[config.mk]
export PLATFORM = sky130hd
export DESIGN_NAME = pis_drag_factor
export DESIGN_NICKNAME = d
export VERILOG_FILES = /design/src/design/pis_pkg.sv /design/src/design/pis_drag_factor.sv
export SDC_FILE = /design/constraint.sdc
export NUM_CORES = 1
export LEC_CHECK = 0
export BUFFER_PORTS_ARGS = -buffer_cell sky130_fd_sc_hd__buf_2
export CAP_MARGIN = 20
export CORE_ASPECT_RATIO = 0.6
export CORE_MARGIN = 10
export CORE_UTILIZATION = 55
export DETAILED_ROUTE_END_ITERATION = 12
export GPL_TIMING_DRIVEN = 0
export PLACE_DENSITY = 0.72
export REMOVE_ABC_BUFFERS = 1
export SLEW_MARGIN = 20
export SYNTH_ARGS = -nofsm -noshare
export SYNTH_HDL_FRONTEND = slang
export SYNTH_SLANG_ARGS = --single-unit
[constraint.sdc]
create_clock -name clk -period 16.7 [get_ports clk]
set_input_delay 3.34 -clock clk [delete_from_list [all_inputs] [get_ports clk]]
set_output_delay 3.34 -clock clk [all_outputs]
set_load 0.02 [all_outputs]
[src/design/pis_pkg.sv]
`default_nettype none

package pis_pkg;

  localparam int WORD_W  = 32;
  localparam int FRAC_W  = 16;
  localparam int DT_W    = 16;
  localparam int AGE_W   = 31;
  localparam int DRAG_W  = 24;
  localparam int FAC_W   = 17;
  localparam int IN_W    = 376;
  localparam int OUT_W   = 256;

  localparam logic [FAC_W-1:0] FAC_ONE = 17'h10000;

  // Clamps a widened signed sum to the 32-bit range.
  function automatic logic signed [WORD_W-1:0] sat32(input logic signed [33:0] v);
    logic signed [WORD_W-1:0] r;
    if (v > 34'sh0_7FFF_FFFF) begin
      r = 32'sh7FFF_FFFF;
    end else if (v < -34'sh0_8000_0000) begin
      r = -32'sh8000_0000;
    end else begin
      r = v[WORD_W-1:0];
    end
    return r;
  endfunction

endpackage

`default_nettype wire

[src/design/pis_drag_factor.sv]
`default_nettype none

module pis_drag_factor #(
  parameter int DEPTH = 256
) (
  input  wire logic                        clk,
  input  wire logic                        ce,
  input  wire logic [pis_pkg::DRAG_W-1:0]  x_in,
  output logic      [pis_pkg::FAC_W-1:0]   fac
);
  import pis_pkg::*;

  localparam int IW        = $clog2(DEPTH + 1);
  localparam int PW        = 20 + IW;
  localparam int ROM_W     = FAC_W * (DEPTH + 1);
  localparam logic [63:0] ONE_Q56 = 64'd1 << 56;
  localparam logic [63:0] Y_STEP  = (64'd1 << 60) / DEPTH;

  function automatic logic [63:0] qmul56(input logic [63:0] a, input logic [63:0] b);
    logic [127:0] p;
    p = {64'd0, a} * {64'd0, b};
    return p[119:56];
  endfunction

  // Entry i holds exp(-16*i/DEPTH) in Q1.16, built from a Taylor series in Q8.56.
  function automatic logic [ROM_W-1:0] build_rom();
    logic [63:0]      term;
    logic [63:0]      sum;
    logic [63:0]      cur;
    logic [63:0]      rnd;
    logic [ROM_W-1:0] r;
    term = ONE_Q56;
    sum  = ONE_Q56;
    cur  = ONE_Q56;
    r    = '0;
    for (int k = 1; k <= 24; k++) begin
      term = qmul56(term, Y_STEP) / 64'(k);
      if (k[0]) begin
        sum = sum - term;
      end else begin
        sum = sum + term;
      end
    end
    r[0 +: FAC_W] = FAC_ONE;
    for (int i = 1; i <= DEPTH; i++) begin
      cur = qmul56(cur, sum);
      rnd = cur + (64'd1 << 39);
      r[i*FAC_W +: FAC_W] = rnd[56:40];
    end
    return r;
  endfunction

  localparam logic [ROM_W-1:0] ROM = build_rom();

  logic [PW-1:0]    p;
  logic [IW-1:0]    idx;
  logic [IW-1:0]    idx_hi;
  logic [FAC_W-1:0] ent_lo;
  logic [FAC_W-1:0] ent_hi;

  logic             zero_a;
  logic [FAC_W-1:0] base_a;
  logic [FAC_W-1:0] diff_a;
  logic [19:0]      frac_a;
  logic [FAC_W+19:0] prod;

  assign p      = PW'(x_in[19:0]) * PW'(DEPTH);
  assign idx    = p[PW-1:20];
  assign idx_hi = idx + IW'(1);
  assign ent_lo = ROM[idx*FAC_W +: FAC_W];
  assign ent_hi = ROM[idx_hi*FAC_W +: FAC_W];
  assign prod   = diff_a * frac_a;

  always_ff @(posedge clk) begin
    if (ce) begin
      zero_a <= (x_in[DRAG_W-1:20] != '0);
      base_a <= ent_lo;
      diff_a <= ent_lo - ent_hi;
      frac_a <= p[19:0];
      fac    <= zero_a ? '0 : base_a - prod[FAC_W+19:20];
    end
  end

endmodule

`default_nettype wire

# After elaboration in Yosys (flattened, before gate mapping)
# Index checks and enable logic that the tools add are counted.
# word_totals
input_bits,26
elab_cells,14
reg_bits,64
output_inout_bits,17
rom_bits,0
ram_bits,0
n_memories,0
latch_bits,0
# op_classes
magnitude_cmp,0
eq_ne,0
div_mod_pow,0
n_bitwise,0
n_mux,0
reduce_logical,1
shifts,2
addsub,3
mul,3
# ops
cell,n
"indexed part select 4369 x 14 -> 17 bit, first input constant",1
"indexed part select 4369 x 15 -> 17 bit, first input constant",1
subtractor 17 bit,2
multiplier 17 x 12 -> 29 bit,1
"multiplier 9 x 5 -> 14 bit, second input constant",1
"multiplier 8 x 5 -> 13 bit, second input constant",1
"adder 8 x 1 -> 9 bit, second input constant",1
nonzero test 4 bit,1

# Longest topological paths before layout
# depth
depth_word,4
mapped_depth,33
mapped_depth_nobuf,31

# Worst setup path after synthesis
# Ideal clock, no wire load.
# synth_path
kind,input -> register
startpoint,input port x_in[14] (netlist name)
endpoint,register diff_a[14] (data pin)
path_slack_ns,8.768
required_ns,16.505
path_buffers,4
arrival_ns,7.737
stages,21
path_cell_list,clkbuf_1 inv_1 clkbuf_1 clkbuf_1 buf_1 ha_1 a21oi_1 o21ai_0 a21oi_1 o21ai_0 mux2_2 ha_1 fa_1 nor2b_1 o21a_1 o21ai_0 nand2b_1 a31oi_1 o211a_1 or2_2 o311ai_0
# synth_via
elab_chain_len,4
word_cells_on_any_way,6
# synth_lines
element,line,text
from (decl),pis_drag_factor.sv:8,"input wire logic [pis_pkg::DRAG_W-1:0] x_in,"
adder 8 x 1 -> 9 bit,pis_drag_factor.sv:69,assign idx_hi = idx + IW'(1);
multiplier 9 x 5 -> 14 bit,pis_drag_factor.sv:71,assign ent_hi = ROM[idx_hi*FAC_W +: FAC_W];
indexed part select 4369 x 15 -> 17 bit,pis_drag_factor.sv:71,
subtractor 17 bit *,pis_drag_factor.sv:78,diff_a <= ent_lo - ent_hi;
to (signal assigned),pis_drag_factor.sv:78,
to (decl),pis_drag_factor.sv:63,logic [FAC_W-1:0] diff_a;
# Mark *: on every way between the ends. The rest lies on a longest branch, timed or not.
# A chain may end at the register's enable or synchronous reset.

# Worst setup path after layout
# layout_path
startpoint,input port x_in[12] (netlist name)
endpoint,register diff_a[14] (data pin)
# The elaborated chain is that of the path after synthesis.

==> flow_summary.json <==
{
  "core_area_um2": 25200,
  "clk_pin_slew_ns": 0.06,
  "slowest_delay_ns": 1.15,
  "yosysSeqAreaShare": 0.137,
  "drc_errors": 0,
  "worstMarginPinSlew_ns": 1.29,
  "hold_class": "flip-flop to flip-flop",
  "rows": 45,
  "end_kind": "flip-flop",
  "die_w_um": 226,
  "grt.total_usage": 0.311,
  "avgSynthCellArea_um2": 7.85,
  "path_class": "primary input to flip-flop",
  "routed_wl_um": 50200,
  "ys_top_cells_by_count": "nand2_1 (256), inv_1 (217), fa_1 (154), nor2_1 (125), ha_1 (118)",
  "yosysMostFrequentCell": "nand2_1",
  "tns_ns": 0,
  "fin_util": 0.582,
  "cts.sinks": 64,
  "htreeDepth": 3,
  "grt_max_degree": 114,
  "ys_seq_elements": 64,
  "post-dp-hpwl_um": 38000,
  "drive_gt1_frac": 0.0528,
  "cp_data_arrival_time_ns": 9.76,
  "whs_ns": 0.780,
  "grt_pass1_wl_um": 76800,
  "clock_path_buffers": 2,
  "routabilityCongestion": 1.03,
  "nFillCells": 2273,
  "cts_tree": "done",
  "ys_warn_count": 0,
  "antenna_found_initial": 1,
  "root_buffer": "clkbuf_16",
  "port_buffers": 42,
  "critical_path.top_delay_family": "compound AO/OA/AOI/OAI gates",
  "wl_per_cell_um": 24.5,
  "finalCriticalPeriod_ns": 9.69,
  "syn_to_final_growth_pct": 4.56,
  "cp.required_ns": 16.77,
  "cp_common_cell": "o21ai_0",
  "start_util": 0.557,
  "cts_buffers": 9,
  "synth-main-ff-cell": "edfxtp_1",
  "nets": 2016,
  "ant_nets": 0,
  "overflow": 0,
  "outcome": "completed",
  "grt_pass1_vias": 12700,
  "clkLatencyLatePin_ns": 0.36,
  "dr.first_iter.drc_count": 2108,
  "cts.repair.resized": 0,
  "relSlewSlack": 0.137,
  "ctsHoldBuffers": 0,
  "yosysTopAreaCell": "fa_1",
  "mappedNetlistArea_um2": 14000,
  "dieHeight_um": 144,
  "rsz0062_at_grt": "no",
  "first_pass_iters": 6,
  "via_per_inst": 6.52,
  "cp_max_fo": 21,
  "clock_skew_ns": 0.0112,
  "synth.distinct_cells": 80,
  "max_freq_mhz": 103,
  "cap_violations": 0,
  "post-cts-setup-buffers": 0,
  "synth_area_leaders": "fa_1 (22%), edfxtp_1 (14%), ha_1 (11%)",
  "slew_violations": 0,
  "timing.final.hold_violations": 0,
  "cp_num_buf_inv": 2,
  "die_area_um2": 32500,
  "ioPinCount": 43,
  "synth_edf_count": 64,
  "critical-path-slowest-cell": "ha_1",
  "synth_cells": 1785,
  "crit_path_cell_trace": "buf_2 -> clkinv_1 -> ha_1 -> nor2_1 -> o311ai_0 -> o21ai_0 -> o21ai_0 -> a21oi_1 -> o22ai_1 -> ha_1 -> fa_1 -> nor2b_1 -> o21a_1 -> o21ai_0 -> nand2b_1 -> a31oi_1 -> o211a_1 -> or2_2 -> o311ai_0",
  "setup_viol": 0,
  "post-route-period-util": 0.580,
  "async_reset_ff_frac": 0,
  "vias": 13400,
  "setup.worst_path.start_class": "primary input",
  "synth.top_cell.area_share": 0.220
}
## flip-flops by register name, indices dropped and copies added, names as in the netlist
signal  cells
base_a     17
diff_a     17
fac        17
frac_a     12
zero_a      1
## worst min-delay path, delay by kind of cell, from the launching register on
family        cells  cell delay, ns
fa+ha+maj         1            0.18
flops             1            0.38
simple gates      1            0.11
## area by class of cell
cell class / count / area, um2 / share of cell area
Multi-Input combinational cell: 1371 / 10800 / 0.736
Inverter: 222 / 835 / 0.0569
Clock buffer: 10 / 229 / 0.0156
Tap cell: 329 / 412 / 0.0281
Clock inverter: 5 / 58.8 / 0.00401
Sequential cell: 64 / 1920 / 0.131
Antenna cell: 1 / 2.50 / 0.000171
Timing Repair Buffer: 50 / 413 / 0.0282
## logic make-up (layout without fill, tap and decap cells)
logic type	Yosys count	in the layout	synth area share
other cells	0	1	0
simple gates	589	589	0.190
xor+xnor	41	41	0.0266
fa+ha+maj	272	272	0.325
compound gates	454	454	0.211
mux	15	15	0.0154
buf+inv	350	287	0.0941
flops	64	64	0.137
## layout by cell type, fill, tap and decap left out, types with 11 or more instances in the layout
master and count:
o211ai_1 23, edfxtp_1 64, xnor2_1 27, o21ai_0 111, a211oi_1 45, a31oi_1 21
buf_2 37, a311oi_1 13, fa_1 154, nand2b_1 16, nand2_1 256, xor2_1 13
inv_1 215, and2_1 65, nor2b_1 13, ha_1 118, o21a_1 11, nand3_1 35
a21oi_1 114, nor3_1 39, a21o_1 14, nor2_1 124
## layer usage
layer / vias up / track usage / share of wire
met3: 59 / 0.155 / 0.17
met4: 2 / 0.0524 / 0.013
met5: - / 0 / 0.00098
met1: 6499 / 0.454 / 0.44
li1: 5965 / - / -
met2: 862 / 0.401 / 0.38
## per-stage QoR
step	area (um2)	setup slack [ns]	cells
6_report	14700	7.01	2052
5_1_grt	14700	6.78	2051
4_1_cts	14600	7.48	2050
3_5_place_dp	14400	7.13	2035
3_3_place_gp	14200	4.27	2028
2_1_floorplan	13500	9.34	1657
## final timing paths
kind	start	end	slack [ns]	depth (start not counted)
worst max register to register	frac_a[11]	fac[16]	8.89	28
worst min register to register	base_a[1]	fac[1]	0.78	2
worst min-delay path	base_a[1]	fac[1]	0.78	2
worst max-delay path	x_in[12]	diff_a[14]	7.01	19
Power is not shown: default switching activity piles up to over one toggle a cycle in this logic, so the estimate is an artifact.
