**src/design/pis_pkg.sv**
```systemverilog
`default_nettype none

package pis_pkg;

  localparam int WORD_W  = 32;
  localparam int FRAC_W  = 16;
  localparam int DT_W    = 16;
  localparam int AGE_W   = 31;
  localparam int DRAG_W  = 24;
  localparam int FAC_W   = 17;
  localparam int IN_W    = 376;
  localparam int OUT_W   = 256;

  localparam logic [FAC_W-1:0] FAC_ONE = 17'h10000;

  // Clamps a widened signed sum to the 32-bit range.
  function automatic logic signed [WORD_W-1:0] sat32(input logic signed [33:0] v);
    logic signed [WORD_W-1:0] r;
    if (v > 34'sh0_7FFF_FFFF) begin
      r = 32'sh7FFF_FFFF;
    end else if (v < -34'sh0_8000_0000) begin
      r = -32'sh8000_0000;
    end else begin
      r = v[WORD_W-1:0];
    end
    return r;
  endfunction

endpackage

`default_nettype wire

```
**src/design/pis_axis.sv**
```systemverilog
`default_nettype none

module pis_axis (
  input  wire logic                              clk,
  input  wire logic                              ce,
  input  wire logic        [pis_pkg::DT_W-1:0]   dt,
  input  wire logic        [pis_pkg::FAC_W-1:0]  fac,
  input  wire logic signed [pis_pkg::WORD_W-1:0] vel_in,
  input  wire logic signed [pis_pkg::WORD_W-1:0] pos_in,
  input  wire logic signed [pis_pkg::WORD_W-1:0] grav_in,
  output logic      signed [pis_pkg::WORD_W-1:0] vel_out,
  output logic      signed [pis_pkg::WORD_W-1:0] pos_out
);
  import pis_pkg::*;

  logic signed [49:0] damp_prod;
  logic signed [48:0] step_prod;

  logic signed [32:0]       damp4;
  logic signed [WORD_W-1:0] pos4;
  logic signed [WORD_W-1:0] grav4;
  logic signed [WORD_W-1:0] vel5;
  logic signed [WORD_W-1:0] pos5;
  logic signed [32:0]       move6;
  logic signed [WORD_W-1:0] vel6;
  logic signed [WORD_W-1:0] pos6;

  assign damp_prod = vel_in * $signed({1'b0, fac});
  assign step_prod = vel5 * $signed({1'b0, dt});

  always_ff @(posedge clk) begin
    if (ce) begin
      damp4   <= 33'(damp_prod >>> FRAC_W);
      pos4    <= pos_in;
      grav4   <= grav_in;
      vel5    <= sat32(34'(damp4) - 34'(grav4));
      pos5    <= pos4;
      move6   <= 33'(step_prod >>> FRAC_W);
      vel6    <= vel5;
      pos6    <= pos5;
      vel_out <= vel6;
      pos_out <= sat32(34'(pos6) + 34'(move6));
    end
  end

endmodule

`default_nettype wire

```
**config.mk**
```make
export PLATFORM = sky130hd
export DESIGN_NAME = pis_axis
export DESIGN_NICKNAME = d
export VERILOG_FILES = /design/src/design/pis_pkg.sv /design/src/design/pis_axis.sv
export SDC_FILE = /design/constraint.sdc
export NUM_CORES = 2
export LEC_CHECK = 0
export ABC_AREA = 0
export BUFFER_PORTS_ARGS = -buffer_cell sky130_fd_sc_hd__buf_2
export CORE_MARGIN = 2
export CORE_UTILIZATION = 50
export CTS_BUF_LIST = sky130_fd_sc_hd__clkbuf_8
export DETAILED_ROUTE_END_ITERATION = 8
export PLACE_DENSITY = 0.66
export REMOVE_ABC_BUFFERS = 1
export SKIP_LAST_GASP = 1
export SYNTH_ARGS = -nofsm -noshare
export SYNTH_HDL_FRONTEND = slang
export SYNTH_SLANG_ARGS = --single-unit
export TNS_END_PERCENT = 5
```
**constraint.sdc**
```tcl
create_clock -name clk -period 6.9 [get_ports clk]
set_input_delay 0.69 -clock clk [delete_from_list [all_inputs] [get_ports clk]]
set_output_delay 0.69 -clock clk [all_outputs]
set_load 0.02 [all_outputs]
```
== After elaboration in Yosys (flattened, before gate mapping) ==
Cells that the tools add are included.
Word-level totals
  flip-flop bits (word level): 322
  bits of input ports: 131
  output and inout port bits: 64
  word-level logic and storage cells: 20
Operators by class
  $add $sub $neg: 2
  multipliers: 2
  magnitude comparators: 4
  muxes and demuxes: 2
Operators with widths (number)
  $gt 34x32->1 const B: 2
  $lt 34x32->1 const B: 2
  $mux 32: 2
  $mul 32x17->49: 1
  $mul 32x18->49: 1
  $add 32x33->34: 1
  $sub 33x32->34: 1

== Logic depth before layout (Yosys ltp) ==
  depth in word-level cells: 3
  depth in mapped cells: 26
  depth with buffers taken out: 24

== Worst setup path after synthesis ==
No wires, ideal clock.
  path kind: input to register
  from: in dt[2] (netlist bit)
  to: reg move6[23] (data pin)
  library setup time: 0.262 ns
  data arrival time: 6.359 ns
  required time: 6.638 ns
  slack: 0.279 ns
  stages: 23
  path buffers: 1
  cells stage by stage: clkbuf_1 and2_1 fa_1 inv_1 fa_1 fa_1 fa_1 inv_1 fa_1 inv_1 fa_1 inv_1 ha_1 a211oi_1 nor2b_1 o21ai_0 o211a_1 o31ai_1 a21oi_1 or3b_1 a21o_1 a211oi_1 xnor2_1
On the way
  cells in the longest elaborated chain, start to end: 1
RTL lines
  start: declaration: RTL line pis_axis.sv:6  | input wire logic [pis_pkg::DT_W-1:0] dt,
  $mul 32x17->49: RTL line pis_axis.sv:29  | assign step_prod = vel5 * $signed({1'b0, dt});
  named net step_prod[39]: RTL line pis_axis.sv:17  | logic signed [48:0] step_prod;
  end signal: assignment: RTL line pis_axis.sv:38  | move6 <= 33'(step_prod >>> FRAC_W);
  end: declaration: RTL line pis_axis.sv:24  | logic signed [32:0] move6;
The timed path passes the listed nets, and every way through them passes these cells.
A chain may end at the register's enable or synchronous reset.

== Final worst setup path ==
  from: reg vel5[11]
  to: reg move6[29] (data pin)
On the way
  cells in the longest elaborated chain, start to end: 1
RTL lines
  start: declaration: RTL line pis_axis.sv:22  | logic signed [WORD_W-1:0] vel5;
  start signal: assignment: RTL line pis_axis.sv:36  | vel5 <= sat32(34'(damp4) - 34'(grav4));
  $mul 32x17->49: RTL line pis_axis.sv:29
  named net step_prod[45]: RTL line pis_axis.sv:17
The timed path passes the listed nets, and every way through them passes these cells.

==> key figures <==
Worst setup path
  – CP Launch Type: flip-flop
  – Slowest cell delay on critical path: approximately 0.54 ns
  – Slowest-stage cell, CP: edfxtp_1
  – CP Cell Sequence: buf_4, and2_1, fa_1, inv_1, fa_1, fa_1, inv_1, fa_1, fa_1, inv_1, fa_1, inv_1, ha_1, a211o_1, o311ai_0, a211o_1, nand2_1, a2111o_1, a31o_2, a21oi_1, xnor2_1
  – Crit path required time: around 7.4 ns
  – Critical R2R Launch: vel5[11]
  – CP endpoint kind: flip-flop
  – End of the worst register-to-register path: move6[29]
  – CP Max Fanout: 9
  – R2R cell count: 21
  – Crit path kind: reg2reg
  – Flop2flop setup slack: 0.23 ns
  – WP data arrival: 7.13 ns
  – Cell mode on critical path: fa_1

STA
  – Fmax: between 150 and 200 MHz
  – Setup WS post-layout: 0.234 ns
  – Crit share post-route: 0.966
  – Final setup TNS: 0 ns
  – Tightest Pin Transition: between 1 and 1.5 ns
  – Skew final: about 0.072 ns
  – Unrepaired setup endpoints after global routing: yes
  – Hold Vio Cnt, Final: 0
  – WHS: 0.147 ns
  – Max_slew headroom: 0.260
  – Minimum clock period: roughly 6.7 ns
  – Slew Viols, Final: 0
  – Final setup violation count: 0

Placement
  – Gpl congestion: between 0.9 and 1
  – Pre-CTS setup slack: -0.296 ns
  – Port-buffer cells: between 150 and 200
  – Placed Cells: 6444
  – HPWL Detailed: slightly above 90000 um

Yosys
  – Most used DFF post-synth: edfxtp_1
  – Post-Syn Area: 49500 um2
  – Post-synthesis mux area share: 0
  – Synth area leaders: fa_1 41%, edfxtp_1 20%, inv_1 9.4%
  – Mapped Avg Cell Area: 10.1 um2
  – #FFs+latches synth: around 320
  – Cell count after synthesis: 4917
  – Most frequent cell after synthesis: inv_1
  – XOR/XNOR Fraction of Synth Area: 0.0249
  – Top cell type's share of synthesized area: 0.406
  – Cell taking the most area after synthesis: fa_1
  – Synth async-reset ratio: 0
  – Most instantiated cells after synthesis: 1238 x inv_1, 1003 x fa_1, 563 x nand2_1
  – Simple-Gate Fraction of Synth Area: 0.131
  – Adder-Cell Fraction of Synth Area: 0.480
  – Sequential share of the synthesized area: 0.195
  – Number of enable flip-flop cells after synthesis: 322
  – Synth warn: 0
  – Synth unique cells: 69
  – Largest family of logic cells by synthesized area: adder cells
  – Compound-Gate Fraction of Synth Area: 0.0592

Detailed routing
  – Uppermost layer routed: met4
  – Vias: 32800
  – Via-per-instance ratio: approximately 5.0
  – DRT iter0 DRCs: ~1500
  – Post-DRT Antenna Nets: 0
  – DRC: 0
  – TritonRoute pass-1 iters: 5
  – WL per Instance: around 16 um
  – Total wire length: around 110000 um
  – Routed met3 length: 6190 um
  – M1 WL: roughly 49000 um
  – Met2 routed WL: 51000 um

Global routing
  – Initial antenna violation count: 3
  – GRT Util Overall: 0.220
  – Number of global-route vias before repair: between 30000 and 40000
  – Largest net degree at the start of global routing: approximately 160
  – Grt total ovfl: 0
  – First-pass GRT wire length: between 150000 and 200000 um

Floorplan
  – Initial Util: 0.503
  – Die Wd: about 320 um
  – Row count: 115
  – DIE AREA: 101000 um2
  – Io pins: 195
  – Core ar.: 98300 um2
  – Die Y: between 300 and 400 um

Hold path
  – Hold Path End: grav4[30]
  – Worst Hold Launch: grav_in[30]
  – Hold depth: 1
  – Hold Crit Class: in2reg

Clock network
  – H-tree levels: 2
  – Clock root buffer: clkbuf_8
  – CTS buffer count: between 50 and 60
  – Clock Latency Late Sink: just over 0.7 ns
  – Max clock buf depth: 3
  – Clk slew on worst S/H paths: ~0.070 ns
  – CTS tree: built
  – Hold Buf Count CTS: 0
  – Clk sinks: approximately 320

Layout
  – Synthesis-to-finish area growth: 10.0%
  – Finished Layout Cells: between 6000 and 7000
  – Layout cell share with drive strength beyond 1: 0.107
  – Net count, final: 6650

Flow run
  – Max-Cap Viols: 0

Run status
  – Status: finished, final reports clean
[layer usage]
metal	vias up	track usage
met3	133	0.0269
met4	0	0.0469
met5	-	0
met1	16400	0.307
li1	15300	-
met2	891	0.371
[worst max path at each step]
stage,startpoint,endpoint,slack (ns),cells past startpoint
after detailed placement,dt[2],move6[24],-0.30,23
after global placement,dt[2],move6[24],-0.24,23
final,vel5[11],move6[29],0.23,21
after floorplan,dt[2],move6[23],0.46,22
after CTS,vel5[13],move6[29],0.10,20
after global routing,vel5[9],move6[32],-0.005,23
[cell families after synthesis]
kind of cell             after synthesis
flip-flops                           322
adder cells (fa/ha/maj)             1296
AND/OR/NAND/NOR                     1292
buffers and inverters               1425
AO/OA/AOI/OAI                        442
XOR/XNOR                             140
[through the flow]
step | area (um2) | util
5_1_grt | 54400 | 0.554
2_1_floorplan | 48700 | -
4_1_cts | 54300 | 0.553
6_report | 54400 | 0.554
3_5_place_dp | 53200 | 0.541
3_3_place_gp | 53200 | 0.541
[flip-flops by register name (all words and copies together), names as in the netlist]
| register | count |
|---|---|
| damp4 | 33 |
| grav4 | 32 |
| move6 | 33 |
| pos4 | 32 |
| pos5 | 32 |
| pos6 | 32 |
| pos_out | 32 |
| vel5 | 32 |
| vel6 | 32 |
| vel_out | 32 |
[repair_timing]
item | 4_1_cts | 5_1_grt
endpoints found under the setup margin | 0 | 8
gates resized for setup | 0 | 5
buffers inserted | 0 | 12
[cells in the final DEF (no fill, tap or decap), types with 10 or more instances in the layout]
cell / netlist / layout
o21ai_2: 28 / 28
fa_1: 1003 / 1003
clkbuf_8: 0 / 52
o21ai_1: 34 / 34
o21bai_1: 14 / 13
o21a_1: 23 / 23
buf_12: 0 / 10
and3_1: 19 / 19
nor3_1: 11 / 10
buf_2: 1 / 193
nand2_1: 563 / 563
nor2b_1: 13 / 13
buf_4: 2 / 234
edfxtp_1: 322 / 322
inv_1: 1238 / 1247
nand2b_1: 11 / 11
nand3_1: 22 / 22
o21ai_0: 55 / 55
a21o_1: 64 / 64
clkinv_1: 0 / 13
a21oi_1: 123 / 123
nand4_1: 22 / 22
a31oi_1: 15 / 14
nor2_1: 61 / 61
xor2_1: 52 / 52
ha_1: 293 / 293
a211oi_1: 12 / 10
and2_1: 553 / 553
xnor2_1: 87 / 87
[layout make-up]
cell class,instances,area [um2]
Timing Repair Buffer,439,2950
Sequential cell,322,9670
Tap cell,1287,1610
Inverter,1238,4650
Fill cell,8606,43800
Clock inverter,43,399
Clock buffer,52,716
Multi-Input combinational cell,3170,34400
Antenna cell,2,5.00
[worst max-delay path, delay by kind of cell, from the launching register on]
family          cells  cell delay [ns]
simple gates        2             0.26
xor+xnor            1             0.09
flops               1             0.54
compound gates      6             1.93
fa+ha+maj           7             3.21
buf+inv             5             0.46
Power is left out: the tool's default activity adds up to more than one toggle a clock period on the data nets, which glitch-free logic cannot reach.
